===== src/sv/cuckoo_find_or_insert_macros.svh =====
// assertion macros for the cuckoo find-or-insert block
`ifndef CUCKOO_FIND_OR_INSERT_MACROS_SVH
`define CUCKOO_FIND_OR_INSERT_MACROS_SVH

// property that holds on every clock edge outside reset
`define CFI_ASSERT(label, prop, msg) \
  label: assert property (@(posedge clk_i) disable iff (!rst_ni) prop) else $error(msg);

// implication whose consequent is checked in the next cycle
`define CFI_ASSERT_NEXT(label, ante, cons, msg) \
  label: assert property (@(posedge clk_i) disable iff (!rst_ni) (ante) |=> (cons)) \
    else $error(msg);

`endif


===== src/sv/cfi_ram.sv =====
// generic single-port ram with registered read
`timescale 1ns / 1ps
module cfi_ram #(
  parameter int unsigned Width = 8,
  parameter int unsigned Depth = 16
) (
  input  logic                     clk_i,
  input  logic                     we_i,
  input  logic [$clog2(Depth)-1:0] addr_i,
  input  logic [Width-1:0]         wdata_i,
  output logic [Width-1:0]         rdata_o
);
  logic [Width-1:0] mem_q [Depth];

  always_ff @(posedge clk_i) begin
    if (we_i) begin
      mem_q[addr_i] <= wdata_i;
    end
    rdata_o <= mem_q[addr_i];
  end
endmodule


===== config.mk =====
export PLATFORM = sky130hd
export DESIGN_NAME = cfi_ram
export DESIGN_NICKNAME = d
export VERILOG_FILES = /design/src/sv/cuckoo_find_or_insert_macros.svh /design/src/sv/cfi_ram.sv
export SDC_FILE = /design/constraint.sdc
export NUM_CORES = 1
export LEC_CHECK = 0
export BUFFER_PORTS_ARGS = -buffer_cell sky130_fd_sc_hd__buf_2
export CELL_PAD_IN_SITES_DETAIL_PLACEMENT = 0
export CELL_PAD_IN_SITES_GLOBAL_PLACEMENT = 1
export CORE_MARGIN = 3
export CORE_UTILIZATION = 29
export DETAILED_ROUTE_END_ITERATION = 8
export GPL_TIMING_DRIVEN = 0
export HOLD_SLACK_MARGIN = 0.02
export MAX_ROUTING_LAYER = met4
export PLACE_DENSITY_LB_ADDON = 0.2
export SYNTH_ARGS = -nofsm -noshare
export SYNTH_HDL_FRONTEND = slang
export SYNTH_SLANG_ARGS = --single-unit

===== constraint.sdc =====
create_clock -name clk_i -period 1.9 [get_ports clk_i]
set_clock_uncertainty 0.15 [all_clocks]
set_input_delay 0.19 -clock clk_i [delete_from_list [all_inputs] [get_ports clk_i]]
set_output_delay 0.19 -clock clk_i [all_outputs]
set_load 0.01 [all_outputs]

==> results.yml <==
power:
  p_per_area_nw_per_um2: 1110
  leakagePower_nw: 1.92
  p_int_w: 0.00536
  switching_share: 0.199
  power.switching_w: 0.00133
  vdd_drop_max_mv: 0.611
  power_frac_comb: 0.049
  p_seq_frac: 0.504
  power.clock.fraction: 0.446
synthesis:
  post_synth.cell_area_avg_um2: 22.0
  synth_cells: 230
  ys.flop_type: "edfxtp_1"
  ys_async_sr_fraction: 0
  synth_area_leaders: "edfxtp_1 (76%), mux4_2 (14%), dfxtp_1 (3.2%), a22oi_1 (2.4%), nor2_1 (0.96%)"
  netlist.area_leader.share: 0.759
  synth-seq-cells: 136
  syn-num-nets: 244
  synth.cells.most_frequent: "edfxtp_1 (128), mux4_2 (32), a22oi_1 (16)"
  synth-edff-count: 128
  yosys.area.top_type: "edfxtp_1"
  ys_types: 18
  yosysMostFrequentCell: "edfxtp_1"
  yosys_warnings: 0
  syn-cell-area_um2: 5070
  ys_seq_area_frac: 0.790
worst_setup_path:
  path_class: "primary input to flop"
  cp_data_arrival_time_ps: 1630
  critical_path.startpoint: "addr_i[0]"
  start_kind: "primary input"
  endpoint_kind: "flop"
  required_ps: 1790
  r2r-start: "mem_q[7][3]$_DFFE_PP_"
  crit_fanout: 10
clock_tree:
  numCtsBuffers: 17
  cts_setup_buffers: 0
  ctsHtreeMaxLevel: 4
  cts_tree: "built"
  cts_buffer_depth: 2
  cts-root-buf: "clkbuf_16"
  clk_latency_ps: 420
  path_clk_slew_ps: 60
  cts.sink_count: 136
sta:
  rsz0062_at_grt: "false"
  slew_violations: 0
  setup_violations: 0
  worst_pin_slew_ps: 852
  finalSetupTns_ps: 0
  fmax_mhz: 576
  period_needed_ps: 1740
  whs_ps: 32.4
  timing.final.crit_share: 0.914
  final_hold_viol_count: 0
  relSlewSlack: 0.429
grt:
  grt_max_degree: 17
  first_global_vias: 2371
  antenna_found_initial: 0
  grt_usage: 0.121
  grt_pass1_wl_um: 15900
  overflow: 0
drt:
  drtIter0Drc: 205
  final_antenna_net_count: 0
  dr_wl_met3_um: 468
  wl_met2_um: 5280
  drcViolationCount: 0
  top_layer: "met4"
  vias: 2289
  drt-total-wl_um: 10700
  dr.pass1.iters: 4
  routedWlPerCell_um: 21.3
  vias_per_cell: 4.57
  wl_met1_um: 4810
placement:
  gp_congestion: 0.665
  numPortBuffers: 19
  post-dp-hpwl_um: 6900
  placed_area_um2: 5440
floorplan:
  ioPinCount: 22
  dieHeight_um: 138
  rows: 47
  fp.dieArea_um2: 19100
  initial_utilization: 0.301
  die_w_um: 138
  coreArea_um2: 16800
final_layout:
  drive_gt1_frac: 0.335
  seqCellArea_um2: 4000
  synthToLayoutAreaGrowth_pct: 18.7
  diodes: 0
  fillCellCount: 1639
  fin_nets: 282
  multi_input_area_um2: 1040
  final_core_util: 0.358
  final_area_um2: 6020
min_path:
  worstHoldStart: "wdata_i[2]"
  hold_class: "primary input to flop"
outcome:
  outcome: "finished, final reports clean"
run:
  cap_violations: 0
cells by family after synthesis:
| group | share of synthesized area |
|---|---|
| DFF | 0.790 |
| and+or+nand+nor | 0.0321 |
| muxes | 0.142 |
| AOI/OAI and AO/OA | 0.0237 |
| buffers and inverters | 0.0119 |
power groups by stage:
| stage | registers, W | logic (W) | clock network (W) |
|---|---|---|---|
| 2_1_floorplan | 0.00344 | 0.000173 | 0 |
| 3_3_place_gp | 0.00343 | 0.000337 | 0 |
| 3_5_place_dp | 0.00343 | 0.000339 | 0 |
| 4_1_cts | 0.00337 | 0.000340 | 0.00305 |
| 5_1_grt | 0.00338 | 0.000361 | 0.00318 |
| 6_report | 0.00337 | 0.000330 | 0.00298 |
state kept, by name (all words and copies together), names as in the netlist:
register and cells:
rdata_o 8, mem_q 128
final cells by class:
cell class | count | share of cell area
multi-input combinational | 83 | 0.172
clock buffer | 29 | 0.0882
clock inverter | 3 | 0.00250
buffer | 10 | 0.00936
timing repair buffer | 20 | 0.0166
sequential | 136 | 0.665
tap | 220 | 0.0457
routing by layer:
layer,vias to the layer above,global-route usage
met3,10,0.0325
met2,45,0.174
met4,0,0.0530
met1,1199,0.163
li1,1035,-
met5,-,-
stage by stage:
stage                     std cells  setup slack [ps]  power, W
after global routing            501              16.4   0.00692
after global placement          469              -639   0.00377
final                           501               163   0.00668
after floorplan                 230              67.0   0.00361
after detailed placement        469              -594   0.00377
after CTS                       501              -116   0.00676
worst paths after layout:
check | to | slack (ps) | cells past startpoint
worst max register to register | rdata_o[3]$_DFF_P_ | 360 | 3
worst min-delay path | mem_q[7][2]$_DFFE_PP_ | 30 | 1
worst min register to register | rdata_o[6]$_DFF_P_ | 540 | 3
worst max-delay path | mem_q[15][3]$_DFFE_PP_ | 160 | 3
placed cells by master (no fill, tap or decap):
cell / netlist / routed
a22oi_1: 16 / 16
and2_1: 1 / 1
buf_1: 4 / 3
buf_2: 2 / 22
buf_6: 2 / 2
clkbuf_1: 2 / 8
clkbuf_16: 0 / 17
clkbuf_2: 1 / 1
clkbuf_8: 0 / 6
clkinv_2: 0 / 3
dfxtp_1: 8 / 8
edfxtp_1: 128 / 128
mux4_2: 32 / 32
nand2_1: 9 / 9
nand2b_1: 2 / 2
nand3_1: 1 / 1
nand3b_1: 2 / 2
nor2_1: 13 / 6
nor2_2: 0 / 7
nor2b_1: 2 / 2
nor3_1: 4 / 1
nor3_2: 0 / 3
or3b_2: 1 / 1
what timing repair did:
action                                  4_1_cts  5_1_grt
hold buffers                                  0        0
endpoints found under the setup margin       88       88
resized for setup                             2        6
hold endpoints to repair                      0        0
cloned                                        0        0
worst max-delay path, stage by stage:
cell and delay (ps):
buf_1 470, nand2_1 270, nor2_1 690
(Power assumes the default switching activity.)
